==> config.mk <==
export PLATFORM = sky130hd
export DESIGN_NAME = hall_commutation_speed
export DESIGN_NICKNAME = d
export VERILOG_FILES = /design/src/hdl/hcs_pkg.sv /design/src/hdl/hall_commutation_speed.sv /design/src/hdl/hcs_div.sv /design/src/hdl/hcs_dpath.sv /design/src/hdl/hcs_ctrl.sv
export VERILOG_INCLUDE_DIRS = /design/src /design/src/hdl
export SDC_FILE = /design/constraint.sdc
export NUM_CORES = 1
export LEC_CHECK = 0
export ABC_AREA = 1
export CAP_MARGIN = 20
export CORE_MARGIN = 3
export CORE_UTILIZATION = 33
export CTS_CLUSTER_DIAMETER = 30
export DETAILED_ROUTE_END_ITERATION = 8
export DONT_BUFFER_PORTS = 1
export PLACE_DENSITY = 0.52
export SYNTH_ARGS = -nofsm -noshare
export SYNTH_HDL_FRONTEND = slang
export SYNTH_SLANG_ARGS = --single-unit
==> constraint.sdc <==
create_clock -name clock -period 20.9 [get_ports clock]
set_input_delay 5.225 -clock clock [delete_from_list [all_inputs] [get_ports clock]]
set_output_delay 5.225 -clock clock [all_outputs]
set_load 0.01 [all_outputs]
==> src/hdl/hall_commutation_speed_defines.svh <==
// Assertion helpers for the hall commutation speed controller RTL.
`ifndef HALL_COMMUTATION_SPEED_DEFINES_SVH
`define HALL_COMMUTATION_SPEED_DEFINES_SVH

// Same-cycle implication, sampled on clock, off during reset.
`define HCS_ASSERT_IMP(label, ante, cons, msg) \
   label: assert property (@(posedge clock) disable iff (reset) (ante) |-> (cons)) \
      else $error(msg);

// Next-cycle implication, sampled on clock, off during reset.
`define HCS_ASSERT_NXT(label, ante, cons, msg) \
   label: assert property (@(posedge clock) disable iff (reset) (ante) |=> (cons)) \
      else $error(msg);

`endif

==> src/hdl/hcs_pkg.sv <==
package hcs_pkg;

   // Field widths
   localparam int unsigned CODE_W  = 3;
   localparam int unsigned COUNT_W = 32;
   localparam int unsigned CMP_W   = 16;
   localparam int unsigned RPM_W   = 21;
   localparam int unsigned EN_W    = 6;
   localparam int unsigned CSR_IDX_W  = 3;
   localparam int unsigned CSR_DATA_W = 32;

   localparam logic [RPM_W-1:0] RPM_MAX = '1;
   localparam logic [CMP_W-1:0] CMP_MAX = '1;

   // Register indexes
   localparam logic [CSR_IDX_W-1:0] CSR_DIRECTION_CW      = 3'd0;
   localparam logic [CSR_IDX_W-1:0] CSR_RUN_ENABLE        = 3'd1;
   localparam logic [CSR_IDX_W-1:0] CSR_VOLTAGE_REFERENCE = 3'd2;
   localparam logic [CSR_IDX_W-1:0] CSR_PWM_TOP           = 3'd3;
   localparam logic [CSR_IDX_W-1:0] CSR_TIMER_TOP         = 3'd4;
   localparam logic [CSR_IDX_W-1:0] CSR_MIN_INTERVAL      = 3'd5;

   // Register reset values
   localparam logic [CMP_W-1:0]   PWM_TOP_RST      = 16'd4095;
   localparam logic [COUNT_W-1:0] TIMER_TOP_RST    = 32'hFFFF_FFFF;
   localparam logic [CMP_W-1:0]   MIN_INTERVAL_RST = 16'd500;

   // Phase drive
   typedef enum logic [1:0] {
      DRV_OFF  = 2'd0,
      DRV_HIGH = 2'd1,
      DRV_LOW  = 2'd2
   } drive_type;

   typedef drive_type [2:0] phase_drive_type;   // index 0 = A

   // Controller states
   typedef enum logic [2:0] {
      ST_IDLE,
      ST_CALC,
      ST_MUL,
      ST_DIV,
      ST_DONE
   } state_type;

   // Controller to datapath
   typedef struct packed {
      logic load_in;
      logic calc;
      logic mul;
      logic div_start;
      logic rpm_load;
      logic out_load;
   } hcs_cmd_type;

   // Datapath to controller
   typedef struct packed {
      logic edge_ok;
      logic div_done;
   } hcs_stat_type;

   // Clockwise six-step table; invalid codes leave all phases off
   function automatic phase_drive_type cw_lookup(logic [CODE_W-1:0] code);
      phase_drive_type d;
      d = {DRV_OFF, DRV_OFF, DRV_OFF};
      case (code)
         3'd1: d = {DRV_LOW,  DRV_HIGH, DRV_OFF };
         3'd2: d = {DRV_OFF,  DRV_LOW,  DRV_HIGH};
         3'd3: d = {DRV_LOW,  DRV_OFF,  DRV_HIGH};
         3'd4: d = {DRV_HIGH, DRV_OFF,  DRV_LOW };
         3'd5: d = {DRV_OFF,  DRV_HIGH, DRV_LOW };
         3'd6: d = {DRV_HIGH, DRV_LOW,  DRV_OFF };
         default: d = {DRV_OFF, DRV_OFF, DRV_OFF};
      endcase
      return d;
   endfunction

endpackage

==> src/hdl/hall_commutation_speed.sv <==
// Channel  Dir  Width  Contents
// req_     in   40     hall_code, timer_count
// rsp_     out  112    commutation, interval, speed; tuser = edge_accepted
// csr_     in   3+32   register index, write data
//
// A request is taken only in idle; csr_ready is always high.
// A rejected edge passes the controller through idle, calc and done; an accepted edge
// adds the multiply state and the bit-serial rpm divider between calc and done.
// A finished response waits in the output register while the next request enters;
// that request then stalls in its done state until the response is taken.
// Synchronous active-high reset restores register defaults and clears state.
module hall_commutation_speed import hcs_pkg::*; #(
   parameter int unsigned EDGES_PER_REV  = 6,
   parameter int unsigned TIMER_CLOCK_HZ = 54000000
) (
   input  logic                  clock,
   input  logic                  reset,
   input  logic                  req_tvalid,
   output logic                  req_tready,
   // [2:0] hall_code, [34:3] timer_count
   input  logic [39:0]           req_tdata,
   output logic                  rsp_tvalid,
   input  logic                  rsp_tready,
   // [0] pwm_on, [6:1] phase_enables, [22:7] compare_a, [38:23] compare_b,
   // [54:39] compare_c, [86:55] interval, [107:87] speed_rpm
   output logic [111:0]          rsp_tdata,
   // [0] edge_accepted
   output logic                  rsp_tuser,
   input  logic                  csr_valid,
   output logic                  csr_ready,
   input  logic [CSR_IDX_W-1:0]  csr_index,
   input  logic [CSR_DATA_W-1:0] csr_data
);

   hcs_cmd_type        cmd;
   hcs_stat_type       stat;
   logic               pwm_on;
   logic [EN_W-1:0]    phase_enables;
   logic [CMP_W-1:0]   compare_a, compare_b, compare_c;
   logic [COUNT_W-1:0] interval;
   logic               edge_accepted;
   logic [RPM_W-1:0]   speed_rpm;

   assign csr_ready = 1'b1;

   hcs_ctrl u_ctrl (
      .clock      (clock),
      .reset      (reset),
      .req_tvalid (req_tvalid),
      .req_tready (req_tready),
      .rsp_tvalid (rsp_tvalid),
      .rsp_tready (rsp_tready),
      .stat       (stat),
      .cmd        (cmd)
   );

   hcs_dpath #(
      .EDGES_PER_REV  (EDGES_PER_REV),
      .TIMER_CLOCK_HZ (TIMER_CLOCK_HZ)
   ) u_dpath (
      .clock         (clock),
      .reset         (reset),
      .csr_write     (csr_valid & csr_ready),
      .csr_index     (csr_index),
      .csr_data      (csr_data),
      .hall_code     (req_tdata[2:0]),
      .timer_count   (req_tdata[34:3]),
      .cmd           (cmd),
      .stat          (stat),
      .pwm_on        (pwm_on),
      .phase_enables (phase_enables),
      .compare_a     (compare_a),
      .compare_b     (compare_b),
      .compare_c     (compare_c),
      .interval      (interval),
      .edge_accepted (edge_accepted),
      .speed_rpm     (speed_rpm)
   );

   // Pack the response
   assign rsp_tdata = {4'b0000, speed_rpm, interval, compare_c, compare_b, compare_a,
                       phase_enables, pwm_on};
   assign rsp_tuser = edge_accepted;

endmodule

==> src/hdl/hcs_div.sv <==
// Restoring divider, one quotient bit per cycle.
module hcs_div import hcs_pkg::*; #(
   parameter int unsigned NUM_W = 34,
   parameter int unsigned DEN_W = 35
) (
   input  logic             clock,
   input  logic             reset,
   input  logic             start,
   input  logic [NUM_W-1:0] numer,
   input  logic [DEN_W-1:0] denom,   // held stable while busy
   output logic             done,
   output logic [NUM_W-1:0] quot
);

   localparam int unsigned CNT_W = (NUM_W > 1) ? $clog2(NUM_W) : 1;

   logic             busy_ff, busy_in;
   logic             done_ff, done_in;
   logic [CNT_W-1:0] cnt_ff, cnt_in;
   logic [DEN_W-1:0] rem_ff, rem_in;
   logic [NUM_W-1:0] quot_ff, quot_in;   // numerator shifts out, quotient in

   logic [DEN_W:0]   trial;
   logic             fits;

   // One restoring step
   always_comb begin
      trial   = {rem_ff, quot_ff[NUM_W-1]};
      fits    = (trial >= {1'b0, denom});
      busy_in = busy_ff;
      done_in = 1'b0;
      cnt_in  = cnt_ff;
      rem_in  = rem_ff;
      quot_in = quot_ff;
      if (start) begin
         busy_in = 1'b1;
         cnt_in  = '0;
         rem_in  = '0;
         quot_in = numer;
      end else if (busy_ff) begin
         rem_in  = fits ? DEN_W'(trial - {1'b0, denom}) : trial[DEN_W-1:0];
         quot_in = {quot_ff[NUM_W-2:0], fits};
         cnt_in  = cnt_ff + 1'b1;
         if (cnt_ff == CNT_W'(NUM_W - 1)) begin
            busy_in = 1'b0;
            done_in = 1'b1;
         end
      end
   end

   always_ff @(posedge clock) begin
      if (reset) begin
         busy_ff <= 1'b0;
         done_ff <= 1'b0;
         cnt_ff  <= '0;
      end else begin
         busy_ff <= busy_in;
         done_ff <= done_in;
         cnt_ff  <= cnt_in;
      end
   end

   always_ff @(posedge clock) begin
      rem_ff  <= rem_in;
      quot_ff <= quot_in;
   end

   assign done = done_ff;
   assign quot = quot_ff;

endmodule

==> src/hdl/hcs_dpath.sv <==
// Datapath: config registers, commutation, interval, speed and result register.
module hcs_dpath import hcs_pkg::*; #(
   parameter int unsigned EDGES_PER_REV  = 6,
   parameter int unsigned TIMER_CLOCK_HZ = 54000000
) (
   input  logic                  clock,
   input  logic                  reset,
   input  logic                  csr_write,
   input  logic [CSR_IDX_W-1:0]  csr_index,
   input  logic [CSR_DATA_W-1:0] csr_data,
   input  logic [CODE_W-1:0]     hall_code,
   input  logic [COUNT_W-1:0]    timer_count,
   input  hcs_cmd_type           cmd,
   output hcs_stat_type          stat,
   output logic                  pwm_on,
   output logic [EN_W-1:0]       phase_enables,
   output logic [CMP_W-1:0]      compare_a,
   output logic [CMP_W-1:0]      compare_b,
   output logic [CMP_W-1:0]      compare_c,
   output logic [COUNT_W-1:0]    interval,
   output logic                  edge_accepted,
   output logic [RPM_W-1:0]      speed_rpm
);

   localparam longint unsigned NUM_VAL = 64'd60 * 64'(TIMER_CLOCK_HZ);
   localparam int unsigned NUM_W = $clog2(NUM_VAL + 1);
   localparam int unsigned EPR_W = $clog2(EDGES_PER_REV + 1);
   localparam int unsigned DEN_W = COUNT_W + EPR_W;

   // Config registers
   logic               dir_cw_ff, run_en_ff;
   logic [CMP_W-1:0]   vref_ff, pwm_top_ff, min_int_ff;
   logic [COUNT_W-1:0] timer_top_ff;

   // Captured request and state
   logic [CODE_W-1:0]  code_ff;
   logic [COUNT_W-1:0] count_ff;
   logic [COUNT_W-1:0] last_edge_ff;
   logic [RPM_W-1:0]   rpm_ff, rpm_in;
   logic [CMP_W-1:0]   cmp_ff [3];
   logic [CMP_W-1:0]   cmp_in [3];
   logic [EN_W-1:0]    en_ff, en_in;
   logic [COUNT_W-1:0] delta_ff, delta_in;
   logic               accepted_ff;
   logic [DEN_W-1:0]   den_ff;

   // Result register
   logic               out_pwm_ff;
   logic [EN_W-1:0]    out_en_ff;
   logic [CMP_W-1:0]   out_cmp_a_ff, out_cmp_b_ff, out_cmp_c_ff;
   logic [COUNT_W-1:0] out_delta_ff;
   logic               out_acc_ff;
   logic [RPM_W-1:0]   out_rpm_ff;

   logic [CMP_W-1:0]   high_val, low_val;
   phase_drive_type    cw_drv;
   drive_type          drv;
   logic               edge_ok;
   logic               div_done;
   logic [NUM_W-1:0]   quot;

   // Config writes; indexes past the list are dropped
   always_ff @(posedge clock) begin
      if (reset) begin
         dir_cw_ff    <= 1'b1;
         run_en_ff    <= 1'b0;
         vref_ff      <= '0;
         pwm_top_ff   <= PWM_TOP_RST;
         timer_top_ff <= TIMER_TOP_RST;
         min_int_ff   <= MIN_INTERVAL_RST;
      end else if (csr_write) begin
         case (csr_index)
            CSR_DIRECTION_CW:      dir_cw_ff    <= csr_data[0];
            CSR_RUN_ENABLE:        run_en_ff    <= csr_data[0];
            CSR_VOLTAGE_REFERENCE: vref_ff      <= csr_data[CMP_W-1:0];
            CSR_PWM_TOP:           pwm_top_ff   <= csr_data[CMP_W-1:0];
            CSR_TIMER_TOP:         timer_top_ff <= csr_data[COUNT_W-1:0];
            CSR_MIN_INTERVAL:      min_int_ff   <= csr_data[CMP_W-1:0];
            default: ;
         endcase
      end
   end

   // Commutation: per-phase drive and compare values
   always_comb begin
      high_val = (pwm_top_ff >= vref_ff) ? (pwm_top_ff - vref_ff) : '0;
      low_val  = (pwm_top_ff == CMP_MAX) ? CMP_MAX : (pwm_top_ff + 1'b1);
      cw_drv   = cw_lookup(code_ff);
      en_in    = '0;
      drv      = DRV_OFF;
      for (int p = 0; p < 3; p++) begin
         cmp_in[p] = cmp_ff[p];
         drv = cw_drv[p];
         if (!dir_cw_ff) begin
            case (cw_drv[p])
               DRV_HIGH: drv = DRV_LOW;
               DRV_LOW:  drv = DRV_HIGH;
               default:  drv = DRV_OFF;
            endcase
         end
         if (run_en_ff) begin
            if (drv == DRV_HIGH) begin
               cmp_in[p] = high_val;
               en_in[p]  = 1'b1;
            end else if (drv == DRV_LOW) begin
               cmp_in[p]   = low_val;
               en_in[p+3]  = 1'b1;
            end
         end
      end
   end

   // Edge interval with wrap at timer top
   always_comb begin
      if (count_ff >= last_edge_ff) begin
         delta_in = count_ff - last_edge_ff;
      end else begin
         delta_in = (timer_top_ff - last_edge_ff) + count_ff + 1'b1;
      end
      edge_ok = (delta_in > {{(COUNT_W-CMP_W){1'b0}}, min_int_ff});
   end

   // Quotient saturates to the rpm field
   assign rpm_in = (quot > NUM_W'(RPM_MAX)) ? RPM_MAX : quot[RPM_W-1:0];

   // Control state registers
   always_ff @(posedge clock) begin
      if (reset) begin
         last_edge_ff <= '0;
         rpm_ff       <= '0;
         for (int p = 0; p < 3; p++) begin
            cmp_ff[p] <= '0;
         end
      end else begin
         if (cmd.calc) begin
            for (int p = 0; p < 3; p++) begin
               cmp_ff[p] <= cmp_in[p];
            end
            if (edge_ok) begin
               last_edge_ff <= count_ff;
            end
         end
         if (cmd.rpm_load) begin
            rpm_ff <= rpm_in;
         end
      end
   end

   // Working payload registers
   always_ff @(posedge clock) begin
      if (cmd.load_in) begin
         code_ff  <= hall_code;
         count_ff <= timer_count;
      end
      if (cmd.calc) begin
         en_ff       <= en_in;
         delta_ff    <= delta_in;
         accepted_ff <= edge_ok;
      end
      if (cmd.mul) begin
         den_ff <= {{EPR_W{1'b0}}, delta_ff} * DEN_W'(EDGES_PER_REV);
      end
      if (cmd.out_load) begin
         out_pwm_ff   <= run_en_ff;
         out_en_ff    <= en_ff;
         out_cmp_a_ff <= cmp_ff[0];
         out_cmp_b_ff <= cmp_ff[1];
         out_cmp_c_ff <= cmp_ff[2];
         out_delta_ff <= delta_ff;
         out_acc_ff   <= accepted_ff;
         out_rpm_ff   <= rpm_ff;
      end
   end

   hcs_div #(
      .NUM_W (NUM_W),
      .DEN_W (DEN_W)
   ) u_div (
      .clock (clock),
      .reset (reset),
      .start (cmd.div_start),
      .numer (NUM_W'(NUM_VAL)),
      .denom (den_ff),
      .done  (div_done),
      .quot  (quot)
   );

   assign stat.edge_ok  = edge_ok;
   assign stat.div_done = div_done;

   assign pwm_on        = out_pwm_ff;
   assign phase_enables = out_en_ff;
   assign compare_a     = out_cmp_a_ff;
   assign compare_b     = out_cmp_b_ff;
   assign compare_c     = out_cmp_c_ff;
   assign interval      = out_delta_ff;
   assign edge_accepted = out_acc_ff;
   assign speed_rpm     = out_rpm_ff;

endmodule

==> src/hdl/hcs_ctrl.sv <==
`include "hall_commutation_speed_defines.svh"

// Controller: sequences one request through calc, then multiply and divide for an accepted edge, then result.
module hcs_ctrl import hcs_pkg::*; (
   input  logic         clock,
   input  logic         reset,
   input  logic         req_tvalid,
   output logic         req_tready,
   output logic         rsp_tvalid,
   input  logic         rsp_tready,
   input  hcs_stat_type stat,
   output hcs_cmd_type  cmd
);

   state_type state_ff, state_in;
   logic      out_valid_ff, out_valid_in;

   always_ff @(posedge clock) begin
      if (reset) begin
         state_ff     <= ST_IDLE;
         out_valid_ff <= 1'b0;
      end else begin
         state_ff     <= state_in;
         out_valid_ff <= out_valid_in;
      end
   end

   // Next state and commands
   always_comb begin
      state_in   = state_ff;
      cmd        = '0;
      req_tready = 1'b0;
      case (state_ff)
         ST_IDLE: begin
            req_tready = 1'b1;
            if (req_tvalid) begin
               cmd.load_in = 1'b1;
               state_in    = ST_CALC;
            end
         end
         ST_CALC: begin
            cmd.calc = 1'b1;
            state_in = stat.edge_ok ? ST_MUL : ST_DONE;
         end
         ST_MUL: begin
            cmd.mul       = 1'b1;
            cmd.div_start = 1'b1;
            state_in      = ST_DIV;
         end
         ST_DIV: begin
            if (stat.div_done) begin
               cmd.rpm_load = 1'b1;
               state_in     = ST_DONE;
            end
         end
         ST_DONE: begin
            // wait for the result register to free up
            if (!out_valid_ff || rsp_tready) begin
               cmd.out_load = 1'b1;
               state_in     = ST_IDLE;
            end
         end
         default: state_in = ST_IDLE;
      endcase
   end

   // Result valid flag
   always_comb begin
      if (cmd.out_load) begin
         out_valid_in = 1'b1;
      end else if (rsp_tready) begin
         out_valid_in = 1'b0;
      end else begin
         out_valid_in = out_valid_ff;
      end
   end

   assign rsp_tvalid = out_valid_ff;

   `HCS_ASSERT_IMP(a_busy_no_req, state_ff != ST_IDLE, !req_tready, "request taken while busy")
   `HCS_ASSERT_NXT(a_start_to_div, cmd.div_start, state_ff == ST_DIV, "divide not entered")
   `HCS_ASSERT_IMP(a_done_in_div, stat.div_done, state_ff == ST_DIV, "divider done outside divide")
   `HCS_ASSERT_NXT(a_load_valid, cmd.out_load, rsp_tvalid, "loaded result not offered")

endmodule
# Yosys cells after proc, flatten, opt, wreduce, memory -nomap -nowiden
# Memories as Yosys holds them, arrays and structs flattened.
# Index checks and enable logic that the tools add are counted.
[word_totals]
regBits = 430
mem_bits_rw = 48
in_bits = 80
out_inout_bits = 116
wordCells = 157
n_memories = 1
[mem_list]
columns = ["memory", "depth", "width", "rd", "rd_ports_with_merged_regs", "wr", "line", "source"]
rows = [
  ["u_dpath.cmp_ff", 3, 16, 3, 0, 3, "hcs_dpath.sv:40", "logic [CMP_W-1:0] cmp_ff [3];"],
]
[op_classes]
add_sub_neg = 8
multipliers = 1
order_cmp = 5
eq_ne = 32
n_mux = 55
n_bitwise = 5
reduce_logical = 18
[ops]
columns = ["op", "count"]
rows = [
  ["16-bit two-way mux", 14],
  ["32-bit subtractor", 2],
  ["36-bit by 35-bit >= comparator with 1-bit output", 1],
  ["6-bit one-hot mux with 6 select lines", 1],
  ["35-bit two-way mux", 1],
  ["35-bit subtractor", 1],
  ["32-bit by 2-bit multiplier with 34-bit output, second input constant", 1],
  ["32-bit by 1-bit adder with 32-bit output, second input constant", 1],
  ["32-bit adder", 1],
  ["32-bit >= comparator", 1],
  ["32-bit by 16-bit > comparator with 1-bit output", 1],
  ["32-bit by 21-bit > comparator with 1-bit output, second input constant", 1],
  ["32-bit two-way mux", 1],
  ["1-bit two-way mux", 25],
  ["21-bit two-way mux", 1],
  ["3-bit by 2-bit == test with 1-bit output, second input constant", 6],
  ["3-bit == test, second input constant", 6],
  ["16-bit by 1-bit adder with 16-bit output, second input constant", 1],
  ["16-bit == test, second input constant", 1],
  ["16-bit >= comparator", 1],
  ["16-bit subtractor", 1],
  ["3-bit one-hot mux with 5 select lines", 1],
  ["2-bit AND reduction", 7],
  ["2-bit by 1-bit == test with 1-bit output, second input constant", 6],
  ["other kinds (18)", 41],
]

# Longest topological paths before layout
# Gate-level depths: netlist (run 1).
[depth]
word_depth = 10
mapped_depth = 38
ltp_nobuf = 35

# Modules after synthesis
# A second synthesis (run 1) with hierarchy kept.
[unflattened]
hier_cells = 3928
area_unflattened_um2 = 29991.3
[by_module_without_submodules]
columns = ["module", "n_inst", "cells_each", "area_each_um2", "seq_area_each_um2"]
rows = [
  ["hcs_dpath", 1, 2865, 23478.8, 10660.2],
  ["hcs_div", 1, 1012, 6200.9, 1801.7],
  ["hcs_ctrl", 1, 43, 259.0, 80.1],
  ["hall_commutation_speed", 1, 8, 52.6, 0.0],
]

# Least setup slack after synthesis (run 1)
# Ideal clock, no wire load.
[synth_timing]
kind = "input to register"
start = "input port rsp_tready"
end = "register u_dpath.out_cmp_a_ff[0], in the netlist u_dpath.compare_a[0], read port of u_dpath.cmp_ff, enable pin"
setup_time_ns = 0.845
arrival_time_ns = 15.531
required_ns = 20.055
setup_slack_ns = 4.524
cell_stages = 2
n_path_buf = 0
cell_sequence = "nor2_1 -> nor4_1"
[synth_rtl]
columns = ["element", "line", "source"]
rows = [
  ["from (decl)", "hall_commutation_speed.sv:23", "input logic rsp_tready,"],
  ["to (decl)", "hcs_dpath.sv:50", "logic [CMP_W-1:0] out_cmp_a_ff, out_cmp_b_ff, out_cmp_c_ff;"],
]

# Worst setup path after layout (run 1)
[layout_timing]
start = "register u_ctrl.state_ff[2]"
end = "output port req_tready"
[layout_between]
elab_chain_len = 2
[layout_lines]
columns = ["element", "line", "source"]
rows = [
  ["from (decl)", "hcs_ctrl.sv:15", "state_type state_ff, state_in;"],
  ["from (signal assigned)", "hcs_ctrl.sv:23", "state_ff <= state_in;"],
  ["3-bit logical NOT", "hcs_ctrl.sv:33", "case (state_ff)"],
  ["1-bit two-way mux", "hcs_ctrl.sv:33", ""],
  ["to (decl)", "hall_commutation_speed.sv:19", "output logic req_tready,"],
]
# Every way passes these cells.

==> results of run 1 <==
## cells by family after synthesis
| logic type | after synthesis | share of synthesized area [%] |
|---|---|---|
| buf+inv | 804 | 10.8 |
| mux | 2 | 0.0690 |
| flops | 478 | 42.1 |
| other cells | 2 | 0.0259 |
| compound gates | 702 | 13.8 |
| fa+ha+maj | 203 | 9.66 |
| xor+xnor | 83 | 2.50 |
| simple gates | 1420 | 21.1 |
## through the flow
stage	setup WS, ns	power [W]	area [um2]
2_1_floorplan	4.52	0.00223	29000
3_3_place_gp	13.94	0.00258	30200
3_5_place_dp	13.96	0.00259	30200
4_1_cts	14.05	0.00436	34100
5_1_grt	14.01	0.00461	34100
6_report	14.12	0.00432	34100
## per-layer routing
layer / global-route usage [%] / part of all wire [%]
met4: 6.45 / 2.7
met1: 25.0 / 47
met2: 29.5 / 46
met5: 0 / 0.034
met3: 3.17 / 4.7
## area by class of cell
cell class              count  area (um2)  share of cell area, %
clock buffers             134        3050                   8.95
clock inverters            70         816                   2.39
inverters                 705        2650                   7.77
multi-input cells        2415       13700                   40.3
flip-flops and latches    478       12200                   35.9
well taps                1155        1450                   4.24
repair buffers             20         150                  0.441
## report_power, final
group,internal (W),total (W),leakage [nW],switching [W]
combinational,0.000447,0.00134,9.38,0.000889
sequential,0.00115,0.00124,4.24,0.0000899
clock,0.00118,0.00174,1.88,0.000564
total,0.00278,0.00432,15.5,0.00154
## worst max-delay path: stages (launching register included)
cell	delay, ns
sky130_fd_sc_hd__dfxtp_1	0.36
sky130_fd_sc_hd__nor2_1	0.12
sky130_fd_sc_hd__inv_1	0.10
sky130_fd_sc_hd__nor2_1	0.28
## worst paths after layout
path | end | slack, ns
worst min-delay path | u_dpath.compare_c[14] | 0.41
worst max register to register | u_ctrl.state_ff[1] | 15.39
worst min register to register | u_dpath.compare_c[14] | 0.41
worst max-delay path | req_tready | 14.12
## placed cells by master (no fill, tap or decap), drive strengths merged, types with 3 or more instances in the layout
cell type	n
a21boi	7
a21o	5
a21oi	301
a31oi	38
and2	7
buf	20
bufinv	11
clkbuf	134
clkinv	42
clkinvlp	7
conb	5
dfxtp	213
edfxtp	265
fa	35
ha	168
inv	715
nand2	905
nand3	169
nand3b	6
nand4	38
nor2	230
nor3	38
nor4	11
o211ai	60
o21a	7
o21ai	247
o21bai	19
o311ai	3
or2	14
xnor2	37
xor2	46
==> results_dict.tcl, run 1 <==
set metrics [dict create \
    worst_setup_hold_path_clk_slew_ns 0.05 \
    synth_common_cells "sky130_fd_sc_hd__nand2_1 (847), sky130_fd_sc_hd__inv_1 (690), sky130_fd_sc_hd__a21oi_1 (269)" \
    antenna_cells_inserted 0 \
    routed_wl_um 84900 \
    flow.area_growth_from_synthesis_pct 17.4 \
    clock.fmax_ghz 0.148 \
    fraction_of_layout_cells_with_a_size_suffix_above_1_pct 9.47 \
    maxCapViolations 0 \
    wl_per_cell_um 17.0 \
    ys.flop_type "sky130_fd_sc_hd__edfxtp_1" \
    grt_start_max_net_pins 75 \
    via_count 23739 \
    drv_slew 0 \
    antenna_violating_nets_post_route 0 \
    tritoncts "built" \
    fin_worst_hold_slack_ns 0.410 \
    ys_top_cells_by_area "sky130_fd_sc_hd__edfxtp_1 (27%), sky130_fd_sc_hd__dfxtp_1 (15%), sky130_fd_sc_hd__nand2_1 (11%)" \
    largest_register_ff_count 48 \
    dp.final_hpwl_um 65200 \
    min_from "u_dpath.cmp_ff[0][46]" \
    yosysSeqAreaShare_pct 42.1 \
    path_class "reg2out" \
    first_global_vias 23087 \
    placeableCoreArea_um2 87000 \
    timing_hold_violations_final 0 \
    period_share_pct 32.4 \
    worstPathMaxFanout 5 \
    gr-total-overflow 0 \
    rsz0062_at_grt "no" \
    largestRegisters "u_dpath.cmp_ff x48, u_dpath.u_div.rem_ff x35, u_dpath.den_ff x34" \
    synth_top_area_cell "sky130_fd_sc_hd__edfxtp_1" \
    r2r.worst_path.cells 31 \
    die-width_um 303 \
    antenna_found_initial 3 \
    port_buffers 0 \
    cts_num_sinks 478 \
    placedCellCount 4773 \
    fin_skew_ns 0.0541 \
    post-route-util_pct 39.2 \
    worst-endpoint-required_ns 15.67 \
    synthesis.instances 3694 \
    yosysMostFrequentCell "sky130_fd_sc_hd__nand2_1" \
    dieArea_um2 91600 \
    critical_path.reg2reg.startpoint "u_dpath.count_ff[0]" \
    maxSlewHeadroom_pct 34.8 \
    worst-slew-pin-transition_ns 0.978 \
    crit_path_start_kind "register" \
    finalSetupTns_ns 0 \
    gp_routability_congestion 0.965 \
    first_pass_iters 5 \
    hold_path_class "reg2reg" \
    timing.critical_path.arrival_ns 1.55 \
    synth_area_um2 29000 \
    worst_setup_path_startpoint "u_ctrl.state_ff[2]" \
    critPathCaptureType "output port" \
    post-cts-setup-buffers 0 \
    htree_levels 3 \
    syn_area_per_cell_um2 7.86 \
    post-route-min-period_ns 6.78 \
    cts_hold_repair.buffers 0 \
    grt_first_pass_wirelength_um 131000 \
    std_cell_rows 108 \
    synth_warnings 0 \
    vdd_drop_max_uv 66.9 \
    synth-seq-cells 478 \
    die_h_um 303 \
    floorplan.initialDensity_pct 33.4 \
    finalNonFillerCells 4977 \
    ctsLongestPathBuffers 3 \
    asyncSetResetFlopFracSynth_pct 0 \
    hold_depth 0 \
    drcViolationCount 0 \
    final_nets 4011 \
    num_io_pins 196 \
    synth_largest_type_area_fraction_pct 27.4 \
    via_per_instance_ratio 4.77 \
    timing.final.setup_violations 0 \
    number_of_synthesized_flops_with_an_enable_pin 265 \
    cellLeakagePower_nw 15.5 \
    grt_usage_pct 18.4 \
    latest_clock_arrival_within_the_worst_skew_pair_ns 0.69 \
    fillers 9049 \
    drtIter0Drc 1446 \
    result_of_the_run "finished clean" \
    synthDistinctLibCells 59 \
    largest_register "u_dpath.cmp_ff" \
    cts.root.buffer_cell "sky130_fd_sc_hd__clkbuf_16" \
    post_cts.resized_instances 0 \
    cts_made_buffers 108 \
    power.density_nw_per_um2 127 \
]
No activity file was read; power rests on OpenSTA's default activity.
==> run 2: changes to the inputs <==
Clock period 20.9 ns to 6.3 ns, I/O delays scaled along.
==> results_dict.tcl, run 2 (synthesis gave the netlist of run 1 again) <==
set metrics [dict create \
    result_of_the_run "finished clean" \
    largestRegisters "u_dpath.cmp_ff x48, u_dpath.u_div.rem_ff x35, u_dpath.den_ff x34" \
    worst_setup_hold_path_clk_slew_ns 0.05 \
    drcViolationCount 0 \
    final_common_cell "sky130_fd_sc_hd__nand2_1" \
    path_buf_inv 4 \
    grt_usage_pct 18.5 \
    grt_start_max_net_pins 82 \
    final_nets 4017 \
    floorplan.initialDensity_pct 33.4 \
    ctsLongestPathBuffers 3 \
    post_cts.resized_instances 0 \
    fraction_of_layout_cells_with_a_size_suffix_above_1_pct 9.94 \
    antenna_violating_nets_post_route 0 \
    worst-endpoint-required_ns 6.87 \
    timing_hold_violations_final 0 \
    rsz0062_at_grt "no" \
    worst-slew-pin-transition_ns 0.961 \
    grt_first_pass_wirelength_um 131000 \
    fin_worst_hold_slack_ns 0.410 \
    path_class "reg2reg" \
    worst_path_max_delay_cell "sky130_fd_sc_hd__fa_1" \
    cts.root.buffer_cell "sky130_fd_sc_hd__clkbuf_16" \
    post-route-util_pct 39.4 \
    vdd_drop_max_uv 236 \
    maxCapViolations 0 \
    fin_skew_ns 0.0485 \
    cellLeakagePower_nw 15.6 \
    wl_per_cell_um 17.0 \
    die_h_um 303 \
    largest_register_ff_count 48 \
    htree_levels 3 \
    drtIter0Drc 1583 \
    hold_path_class "reg2reg" \
    finalSetupTns_ns 0 \
    dp.final_hpwl_um 65000 \
    crit_family "simple AND/OR/NAND/NOR gates" \
    period_share_pct 79.8 \
    port_buffers 0 \
    antenna_found_initial 7 \
    die-width_um 303 \
    maxSlewHeadroom_pct 35.9 \
    critical-path-max-stage-delay_ns 0.46 \
    critPathCaptureType "register" \
    cts_hold_repair.buffers 0 \
    via_count 23695 \
    cts_num_sinks 478 \
    cts_made_buffers 112 \
    power.density_nw_per_um2 426 \
    clock.fmax_ghz 0.199 \
    num_io_pins 196 \
    first_pass_iters 6 \
    worstPathMaxFanout 44 \
    post-cts-setup-buffers 0 \
    routed_wl_um 84800 \
    crit_path_start_kind "register" \
    flow.area_growth_from_synthesis_pct 18.2 \
    largest_register "u_dpath.cmp_ff" \
    timing.final.setup_violations 0 \
    timing.critical_path.arrival_ns 5.60 \
    gp_routability_congestion 0.938 \
    via_per_instance_ratio 4.75 \
    mostFrequentLayoutCells "sky130_fd_sc_hd__nand2_1 (847), sky130_fd_sc_hd__inv_1 (688), sky130_fd_sc_hd__a21oi_1 (269)" \
    placeableCoreArea_um2 87000 \
    dieArea_um2 91600 \
    crit_top_cell "sky130_fd_sc_hd__nand2_1" \
    drv_slew 0 \
    tritoncts "built" \
    std_cell_rows 108 \
    gr-total-overflow 0 \
    post-route-min-period_ns 5.03 \
    latest_clock_arrival_within_the_worst_skew_pair_ns 0.69 \
    first_global_vias 23120 \
]
-- run 2: cell count changes in the layout (fill, tap and decap cells not counted), moves of 2 or more --
cell	change
sky130_fd_sc_hd__clkinv_1	-4
sky130_fd_sc_hd__buf_4	+2
sky130_fd_sc_hd__inv_16	-2
sky130_fd_sc_hd__clkinv_4	+9
sky130_fd_sc_hd__inv_4	-2
sky130_fd_sc_hd__clkinvlp_4	+10
sky130_fd_sc_hd__clkbuf_16	-3
sky130_fd_sc_hd__clkinv_2	-5
sky130_fd_sc_hd__inv_6	+9
sky130_fd_sc_hd__bufinv_16	+8
sky130_fd_sc_hd__clkbuf_8	-9
sky130_fd_sc_hd__clkbuf_1	-3
-- run 2: area by class of cell --
cell class	count	area, um2
Multi-Input combinational cell	2415	13700
Timing Repair Buffer	22	165
Fill cell	9071	52700
Clock inverter	95	1230
Inverter	705	2650
Sequential cell	478	12200
Antenna cell	1	2.50
Tap cell	1155	1450
Clock buffer	119	2840
-- run 2: worst register-to-register path: cells and delay by family (launching register included) --
kind,cells,cell delay (ns)
flip-flops,1,0.41
adder cells (fa/ha/maj),3,0.93
AO/OA/AOI/OAI,4,0.67
buffers and inverters,4,0.69
AND/OR/NAND/NOR,20,2.26
-- run 2: metal layers --
metal / up-vias / part of all wire, % / global-route usage [%]
li1: 12139 / - / -
met1: 10916 / 47 / 24.9
met2: 508 / 46 / 29.9
met3: 132 / 5.2 / 3.11
met4: 0 / 2.6 / 6.56
met5: - / 0 / 0
-- run 2: power by group --
| part | switching (W) | internal (W) |
|---|---|---|
| sequential | 0.000296 | 0.00382 |
| combinational | 0.00293 | 0.00148 |
| clock | 0.00200 | 0.00410 |
-- run 2: final timing paths --
check | to | slack, ns | depth (start not counted) | from
worst min-delay path | u_dpath.compare_a[8] | 0.41 | 0 | u_dpath.cmp_ff[0][8]
worst min register to register | u_dpath.compare_a[8] | 0.41 | 0 | u_dpath.cmp_ff[0][8]
worst max register to register | u_dpath.last_edge_ff[9] | 1.27 | 31 | u_dpath.count_ff[0]
worst max-delay path | u_dpath.last_edge_ff[9] | 1.27 | 31 | u_dpath.count_ff[0]
-- run 2: stage by stage --
step           cells  total power, W  area [um2]  setup WS, ns
6_report        4990          0.0146       34300          1.27
5_1_grt         4989          0.0156       34300         0.802
4_1_cts         4989          0.0148       34300          1.18
3_5_place_dp    4775         0.00857       30200          1.19
3_3_place_gp    4775         0.00856       30200          1.22
2_1_floorplan   3697         0.00740       29100         0.747
